## config.mk

```make
export PLATFORM = sky130hd
export DESIGN_NAME = bhtdr_front
export DESIGN_NICKNAME = d
export VERILOG_FILES = /design/src/rtl/bhtdr_pkg.sv /design/src/rtl/bhtdr_front.sv
export SDC_FILE = /design/constraint.sdc
export NUM_CORES = 1
export LEC_CHECK = 0
export ABC_AREA = 1
export BUFFER_PORTS_ARGS = -buffer_cell sky130_fd_sc_hd__buf_2
export CAP_MARGIN = 15
export CORE_MARGIN = 8
export CORE_UTILIZATION = 63
export DETAILED_ROUTE_END_ITERATION = 16
export HOLD_SLACK_MARGIN = 0.15
export PLACE_DENSITY = 0.86
export REMOVE_ABC_BUFFERS = 1
export SLEW_MARGIN = 10
export SYNTH_ARGS = -nofsm -noshare
export SYNTH_HDL_FRONTEND = slang
export SYNTH_SLANG_ARGS = --single-unit
```

## constraint.sdc

```tcl
create_clock -name clk -period 7.55 [get_ports clk]
set_input_delay 1.1325 -clock clk [delete_from_list [all_inputs] [get_ports clk]]
set_output_delay 1.1325 -clock clk [all_outputs]
set_load 0.02 [all_outputs]
```

## src/rtl/bhtdr_pkg.sv

```systemverilog
`default_nettype none
// ----------------------------------------------------------------------------
// Bucketed hash table package
// Shared sizes, request codes and the entry, row and queued item types.
// ----------------------------------------------------------------------------
package bhtdr_pkg;

  localparam int BKT_TOTAL = 1024;
  localparam int WAYS      = 4;
  localparam int BKT_W     = $clog2(BKT_TOTAL);
  localparam int CNT_W     = 11;
  localparam int KEY_W     = 64;

  localparam logic [1:0] REQ_STORE = 2'd0;
  localparam logic [1:0] REQ_PROBE = 2'd1;
  localparam logic [1:0] REQ_CLEAR = 2'd2;
  localparam logic [1:0] REQ_SPARE = 2'd3;

  typedef struct packed {
    logic [KEY_W-1:0] key;
    logic [15:0]      eval_v;
    logic [15:0]      move_v;
    logic [7:0]       depth_v;
    logic [1:0]       bound_v;
  } entry_t;

  typedef entry_t [WAYS-1:0] row_t;

  typedef struct packed {
    logic [1:0]       req;
    logic [BKT_W-1:0] bucket;
    entry_t           data;
  } item_t;

endpackage
`default_nettype wire

```

## src/rtl/bhtdr_front.sv

```systemverilog
`default_nettype none
// ----------------------------------------------------------------------------
// Bucketed hash table front end
// Holds the bucket count, maps each accepted key to its bucket and queues it.
// ----------------------------------------------------------------------------
module bhtdr_front (
  input  wire logic                              clk,
  input  wire logic                              rst,
  input  wire logic                              cfg_we,
  input  wire logic [bhtdr_pkg::CNT_W-1:0]       cfg_wdata,
  input  wire logic                              start,
  input  wire logic [1:0]                        req_type,
  input  wire logic [bhtdr_pkg::KEY_W-1:0]       key,
  input  wire logic signed [15:0]                eval_in,
  input  wire logic [15:0]                       move_in,
  input  wire logic [7:0]                        depth_in,
  input  wire logic [1:0]                        bound_in,
  output logic                                   busy,
  output logic                                   q_valid,
  output bhtdr_pkg::item_t                       q_item,
  input  wire logic                              q_pop
);

  localparam int PROD_W = bhtdr_pkg::KEY_W + bhtdr_pkg::CNT_W;

  logic [bhtdr_pkg::CNT_W-1:0] bucket_count;
  logic [bhtdr_pkg::CNT_W-1:0] used;
  logic [PROD_W-1:0]           prod;
  logic [bhtdr_pkg::CNT_W-1:0] hi;
  logic [bhtdr_pkg::BKT_W-1:0] bucket;
  bhtdr_pkg::item_t            q [2];
  logic [1:0]                  cnt;
  logic                        wp, rp, push;

  always_ff @(posedge clk) begin
    if (rst) begin
      bucket_count <= bhtdr_pkg::CNT_W'(bhtdr_pkg::BKT_TOTAL);
    end else if (cfg_we) begin
      bucket_count <= cfg_wdata;
    end
  end

  always_comb begin
    if (bucket_count == '0) begin
      used = bhtdr_pkg::CNT_W'(1);
    end else if (bucket_count > bhtdr_pkg::CNT_W'(bhtdr_pkg::BKT_TOTAL)) begin
      used = bhtdr_pkg::CNT_W'(bhtdr_pkg::BKT_TOTAL);
    end else begin
      used = bucket_count;
    end
    // The bucket is the top part of key times the bucket count (0 taken as 1, above 1024 as 1024).
    prod = PROD_W'(key) * PROD_W'(used);
    hi   = prod[PROD_W-1:bhtdr_pkg::KEY_W];
    if (hi >= bhtdr_pkg::CNT_W'(bhtdr_pkg::BKT_TOTAL)) begin
      bucket = bhtdr_pkg::BKT_W'(bhtdr_pkg::BKT_TOTAL - 1);
    end else begin
      bucket = hi[bhtdr_pkg::BKT_W-1:0];
    end
  end

  assign busy    = (cnt == 2'd2);
  assign push    = start && !busy;
  assign q_valid = (cnt != 2'd0);
  assign q_item  = q[rp];

  always_ff @(posedge clk) begin
    if (push) begin
      q[wp].req          <= req_type;
      q[wp].bucket       <= bucket;
      q[wp].data.key     <= key;
      q[wp].data.eval_v  <= $unsigned(eval_in);
      q[wp].data.move_v  <= move_in;
      q[wp].data.depth_v <= depth_in;
      q[wp].data.bound_v <= bound_in;
    end
  end

  always_ff @(posedge clk) begin
    if (rst) begin
      cnt <= 2'd0;
      wp  <= 1'b0;
      rp  <= 1'b0;
    end else begin
      if (push) begin
        wp <= !wp;
      end
      if (q_pop) begin
        rp <= !rp;
      end
      cnt <= cnt + 2'(push) - 2'(q_pop);
    end
  end

endmodule
`default_nettype wire

```

Word-level counts from Yosys, hierarchy flattened:

Memory sizes are Yosys's and may differ from the RTL's. A register that Yosys moved wholly into a read port is not among the register bits.
Cells that the tools add are included.

* memories kept: 1
* logic and storage cells: 24
* register bits: 15
* memory bits (writable): 236

* $lt $le $gt $ge: 2
* multiply operators: 1
* reduce and logical (&&, ||, !) cells: 6
* mux-type cells: 7
* eq/ne operators: 1
* add/subtract/negate cells: 2

Memory list
* q: depth 2, bits a word 118, rd ports 1, clocked after memory_dff 1, wr ports 1, RTL line bhtdr_front.sv:31 `bhtdr_pkg::item_t q [2];`

Operator list (number)
* multiplier 64 x 11 -> 75 bit: 1
* 2-to-1 mux 11 bit: 2
* >= comparator 11 bit (second input constant): 1
* greater-than comparator 11 bit (second input constant): 1
* logical NOT 11 bit: 1
* 2-to-1 mux 10 bit: 1
* 2-to-1 mux 1 bit: 4
* logical NOT 1 bit: 3
* adder 2 x 1 -> 2 bit: 1
* == test 2 bit (second input constant): 1
* nonzero test 2 bit: 1
* subtractor 2 x 1 -> 2 bit: 1
* logical AND 1 bit: 1

Depth between registers and ports, before layout:

Gate-level depths: netlist (run 1).

* depth after elaboration: 6
* gate-level depth with buffers: 32
* gate-level depth less buffers: 31

Worst setup path after synthesis (run 1):

OpenSTA, ideal clock, no wires.

* kind: input to register
* start point: in start
* end point: mem q[0][0] in the netlist's numbering, enable pin
* stages on the path: 2
* required time: 6953 ps
* slack: 715 ps
* data arrival time: 6238 ps
* path through: o21ai_0 -> nor2_1

* word-level cells in the longest chain between the ends: 3

RTL lines
* from (decl): RTL line bhtdr_front.sv:11 `input wire logic start,`
* logical AND 1 bit: RTL line bhtdr_front.sv:62 `assign push = start && !busy;`
* 2-to-1 mux 1 bit: RTL line bhtdr_front.sv:67 `if (push) begin`
* 2-to-1 mux 1 bit (implied by the code): RTL line bhtdr_front.sv:74 `q[wp].data.bound_v <= bound_in;`
* to (decl): RTL line bhtdr_front.sv:31

Every way passes these cells.

Worst setup path after layout (run 1):

* start point: reg bucket_count[1] in the netlist's numbering
* end point: mem q[0][110] in the netlist's numbering, data pin

* word-level cells in the longest chain between the ends: 6

RTL lines
* from (decl): RTL line bhtdr_front.sv:26 `logic [bhtdr_pkg::CNT_W-1:0] bucket_count;`
* from (signal assigned): RTL line bhtdr_front.sv:37 `bucket_count <= bhtdr_pkg::CNT_W'(bhtdr_pkg::BKT_TOTAL);`
* from (signal assigned): RTL line bhtdr_front.sv:39 `bucket_count <= cfg_wdata;`
* greater-than comparator 11 bit: RTL line bhtdr_front.sv:46 `end else if (bucket_count > bhtdr_pkg::CNT_W'(bhtdr_pkg::BKT_TOTAL)) begin`
* 2-to-1 mux 11 bit: RTL line bhtdr_front.sv:46
* 2-to-1 mux 11 bit *: RTL line bhtdr_front.sv:44 `if (bucket_count == '0) begin`
* multiplier 64 x 11 -> 75 bit *: RTL line bhtdr_front.sv:52 `prod = PROD_W'(key) * PROD_W'(used);`
* >= comparator 11 bit: RTL line bhtdr_front.sv:54 `if (hi >= bhtdr_pkg::CNT_W'(bhtdr_pkg::BKT_TOTAL)) begin`
* 2-to-1 mux 10 bit *: RTL line bhtdr_front.sv:54
* named net bucket, one bit: RTL line bhtdr_front.sv:30 `logic [bhtdr_pkg::BKT_W-1:0] bucket;`

Mark *: on every way through the listed nets, which the timed path passes. The rest lies on a longest branch.

==> results.toml, run 1 <==
[routing]
vias = 22800
firstDrtPassIters = 6
routedWlPerCell_um = 18.8
drt_iter0_drc = 1758
antenna_left = 0
remaining_drc_errors = 0
wl_um = 76500
via_per_inst = 5.61

[final_layout]
area_delta_synth_final_pct = 9.21
antenna_cells = 0
final_area_mm2 = 0.0330
nNetsFinal = 4227
drive_above_1_share_pct = 14.0
utilization_pct = 69.4

[logic_synthesis]
netlist.area_leader.share_pct = 36.8
synth_area_mm2 = 0.0302
synth_top_family_by_area = "adder cells"
yosys_most_used_dff = "edfxtp_1"
synth_edf_count = 236
synth-seq-cells = 252
yosysTopAreaCell = "fa_1"
synth_area_leaders = "fa_1, edfxtp_1, inv_1"
synth_mux_area_share_pct = 4.40
ys_seq_area_share_pct = 24.5
yosys.area_share.adder_pct = 41.5
avgSynthCellArea_um2 = 9.34
synth_compound_area_share_pct = 3.93
async_reset_ff_share_pct = 0
synth-simple-area-share_pct = 15.1
netlist_instances = 3234
synth.distinct_cells = 46
yosysMostFrequentCell = "inv_1"
synth_commonest_cells = "inv_1, fa_1, nand2_1"
ys.warnings.count = 0
synth-xor-area-share_pct = 0.145

[floorplanning]
die_h_um = 235
ios = 244
die_area_mm2 = 0.0552
die_x_um = 235
start_util_pct = 63.5
core-area_mm2 = 0.0475
rows = 80

[setup_path]
crit_chain = "nor2_1 > nand2_1 > o21bai_4 > nand2_1 > inv_2 > buf_4 > nand2_1 > fa_1 > fa_1 > inv_1 > fa_1 > fa_1 > inv_1 > fa_1 > inv_1 > ha_1 > nand2_1 > nor2_1 > nand2_1 > nor4_1 > nand4_1 > or3_1 > nand4_1 > nand3_2"
path_class = "register to register"
slowest_stage = "fa_1"
cp.required_ns = 7.88
slowest_delay_ns = 0.53
critPathCaptureType = "register"
crit_buf_inv = 5
crit_family = "adder cells"
startpoint_type = "register"
critical_path_peak_fanout = 29
crit_arrival_ns = 7.52

[clock_network]
cts_root_buf = "clkbuf_16"
cts_tree = "done"
cts_buffers = 27
clk-insertion-delay-late_ns = 0.60
clock_path_buffers = 3
cts.clk_slew.worst_paths_ns = 0.06
postCtsHoldBufs = 0
numClockSinks = 252
htreeDepth = 1

[power]
power_leakage_uw = 0.0160
powerDensity_mw_per_mm2 = 167
power.total_uw = 5520
ir_worst_vdd_mv = 0.182

[timing]
post-route-period-util_pct = 95.2
slew_violations = 0
post-route-min-period_ns = 7.19
setup-violations-final = 0
worst_pin_slew_ns = 1.14
setup_tns_ns = 0
fmax_ghz = 0.139
final-hold-violation-count = 0
slew_headroom_pct = 23.9
fin_skew_ns = 0.0387
hold_slack_ns = 0.513
rsz0062_at_grt = "false"

[global_route]
antenna_found_initial = 0
grtUsageTotal_pct = 27.9
grt_pass1_wl_um = 125000
overflow = 0
grt_pass1_vias = 24700
grt_max_degree = 109

[flow_run]
max_cap_violations = 0

[status]
status = "completed"

[hold_path]
hold_class = "register to register"

[placement]
io_buffer_count = 243
dp_hpwl_um = 60300
dpl_cell_area_mm2 = 0.0321
gp_congestion = 0.947
-- timing repair --
item / 4_1_cts / 5_1_grt
gates resized for setup: 0 / 2
setup buffers: 0 / 0
setup endpoints to repair: 0 / 6
-- final timing paths --
kind,startpoint,endpoint,slack (ns),depth (start not counted)
worst min-delay path,rp,register,0.51,2
worst min register to register,rp,register,0.51,2
worst max register to register,bucket_count[1],q[0][110],0.36,24
worst max-delay path,bucket_count[1],q[0][110],0.36,24
-- cells by family after synthesis --
logic type / Yosys count
AO/OA/AOI/OAI: 212
buffers and inverters: 835
AND/OR/NAND/NOR: 1144
multiplexers: 118
XOR/XNOR: 5
adder cells (fa/ha/maj): 668
flip-flops: 252
-- layer usage --
metal  track usage [%]  share of wire [%]  vias to the layer above
met3              4.99                7.7                      229
met1              34.3                 38                    11300
li1                  -                  -                    10200
met5                 0                  0                        -
met2              49.1                 50                     1069
met4              10.5                4.1                        0
-- area by class of cell --
| cell class | instances | area (µm²) |
|---|---|---|
| multi-input cells | 2147 | 19700 |
| fillers | 3631 | 14500 |
| flip-flops and latches | 252 | 7410 |
| inverters | 740 | 2780 |
| repair buffers | 267 | 1460 |
| well taps | 615 | 769 |
| clock buffers | 28 | 679 |
| clock inverters | 20 | 199 |
-- worst min-delay path: stages, from the launching register on --
cell,delay (ns)
dfxtp_1,0.32
xnor2_1,0.09
nor2_1,0.07
-- flip-flops by register name, summed over array words and instances, names as in the netlist, named ones only --
register,count
rp,1
cnt,2
bucket_count,11
wp,1
q,236
-- where the power goes --
group	switching (µW)	internal, µW
combinational	1600	865
sequential	46.9	1700
clock	579	735
-- placed cells by master (no fill, tap or decap), types with 69 or more instances in the layout --
cell	count
a21oi_1	96
buf_2	243
edfxtp_1	236
fa_1	556
ha_1	112
inv_1	726
mux2_2	118
nand2_1	521
nor2_1	499
o21ai_0	69
-- stage by stage --
| step | setup slack (ns) | instances |
|---|---|---|
| floorplan | 0.0789 | 3139 |
| global placement | 0.371 | 4021 |
| detailed placement | 0.273 | 4021 |
| CTS | 0.281 | 4069 |
| global route | 0.0674 | 4069 |
| finish | 0.365 | 4069 |
Note: power is estimated with default switching activity, not from simulation.
==> run 2, diff against run 1 <==
- CORE_UTILIZATION: 63 -> 40
- PLACE_DENSITY: 0.86 -> 0.6
==> results.toml, run 2 (synthesis results as in run 1) <==
[floorplanning]
die_x_um = 291
die_area_mm2 = 0.0846
start_util_pct = 40.5
ios = 244
rows = 100
die_h_um = 291
core-area_mm2 = 0.0746

[global_route]
antenna_found_initial = 0
grt_pass1_wl_um = 127000
overflow = 0
grt_max_degree = 68
grt_pass1_vias = 23700
grtUsageTotal_pct = 18.5

[clock_network]
clock_path_buffers = 3
cts.clk_slew.worst_paths_ns = 0.06
numClockSinks = 252
cts_tree = "done"
cts_setup_buffers = 0
cts_buffers = 30
htreeDepth = 1
postCtsHoldBufs = 0
cts.repair.resized = 0
clk-insertion-delay-late_ns = 0.61
cts_root_buf = "clkbuf_16"

[setup_path]
r2r_start = "bucket_count[2]"
cp.required_ns = 7.91
slowest_stage = "fa_1"
slowest_delay_ns = 0.53
critPathCaptureType = "register"
path_class = "register to register"
critPathLaunch = "bucket_count[2]"
critical_path_peak_fanout = 33
crit_arrival_ns = 7.15
startpoint_type = "register"

[timing]
fmax_ghz = 0.147
worst_pin_slew_ns = 0.907
fin_skew_ns = 0.0140
setup_tns_ns = 0
setup-violations-final = 0
post-route-min-period_ns = 6.80
post-route-period-util_pct = 90.0
final-hold-violation-count = 0
slew_violations = 0
rsz0062_at_grt = "false"
hold_slack_ns = 0.506
slew_headroom_pct = 38.9

[flow_run]
max_cap_violations = 0

[power]
power_leakage_uw = 0.0160
powerDensity_mw_per_mm2 = 167
netSwitchingPower_uw = 2220
p_int_uw = 3390
seq_power_share_pct = 31.1
combPwrFrac_pct = 43.5
ir_worst_vdd_mv = 0.192
pwr-share-clk_pct = 25.5
swShare_pct = 39.5

[final_layout]
top_regs = "q (236), bucket_count (11), cnt (2)"
area_delta_synth_final_pct = 10.9
largest_reg_flops = 236
antenna_cells = 0
nNetsFinal = 4233
drive_above_1_share_pct = 14.1
layout_commonest_cell = "inv_1"
most-common-layout-cells = "inv_1, fa_1, nand2_1, nor2_1, buf_2"
fillers = 7316
ff_latch_area_mm2 = 0.00741
multi_input_area_mm2 = 0.0197
largest_register = "q"

[routing]
routedWlPerCell_um = 17.4
wl_um = 77300
firstDrtPassIters = 5
vias = 22000
via_per_inst = 4.96
remaining_drc_errors = 0
drt_iter0_drc = 1165
antenna_left = 0

[hold_path]
hold_class = "register to register"
hp-start = "rp"

[placement]
dp_hpwl_um = 62400
io_buffer_count = 243
gp_congestion = 0.915

[status]
status = "completed"
==> run 2: per-stage QoR <==
step / total power [µW] / worst slack, ns / std cells / utilization [%] / cell area [µm²]
2_1_floorplan: 3510 / 0.0789 / 3139 / - / 29800
3_3_place_gp: 4220 / 0.813 / 4378 / 43.6 / 32500
3_5_place_dp: 4230 / 0.766 / 4378 / 43.6 / 32500
4_1_cts: 5720 / 0.759 / 4434 / 44.9 / 33500
5_1_grt: 6100 / 0.195 / 4434 / 44.9 / 33500
6_report: 5610 / 0.753 / 4434 / 44.9 / 33500
==> run 2: area by class of cell <==
type                            instances  area share [%]
Inverter                              740            8.29
Clock buffer                           34            2.28
Multi-Input combinational cell       2147            58.8
Clock inverter                         22           0.653
Tap cell                              969            3.62
Sequential cell                       252            22.1
Timing Repair Buffer                  270            4.27
==> run 2: final timing paths <==
path | cells after the start | slack [ns] | to
setup / recovery | 28 | 0.75 | q[0][111]
hold / removal | 2 | 0.51 | register
setup reg to reg | 28 | 0.75 | q[0][111]
hold reg to reg | 2 | 0.51 | register
==> run 2: critical path: cells and delay by family, from the launching register on <==
kind / cells / cell delay, ns
and+or+nand+nor: 14 / 1.92
adders and majority gates: 6 / 2.82
AOI/OAI and AO/OA: 1 / 0.27
DFF: 1 / 0.32
buffers and inverters: 7 / 1.16
==> run 2: metal layers <==
metal / vias to the layer above / GRT usage [%] / part of all wire, %
met3: 100 / 2.84 / 5.4
met5: - / 0 / 0
met2: 572 / 32.0 / 49
met1: 11100 / 24.1 / 43
li1: 10200 / - / -
met4: 0 / 4.54 / 2.7
==> run 2: power groups by stage <==
stage,clock (µW),combinational [µW],sequential [µW]
after floorplan,0,1710,1800
after global placement,0,2450,1770
after detailed placement,0,2450,1770
after CTS,1500,2480,1740
after global routing,1550,2800,1750
final,1430,2440,1740
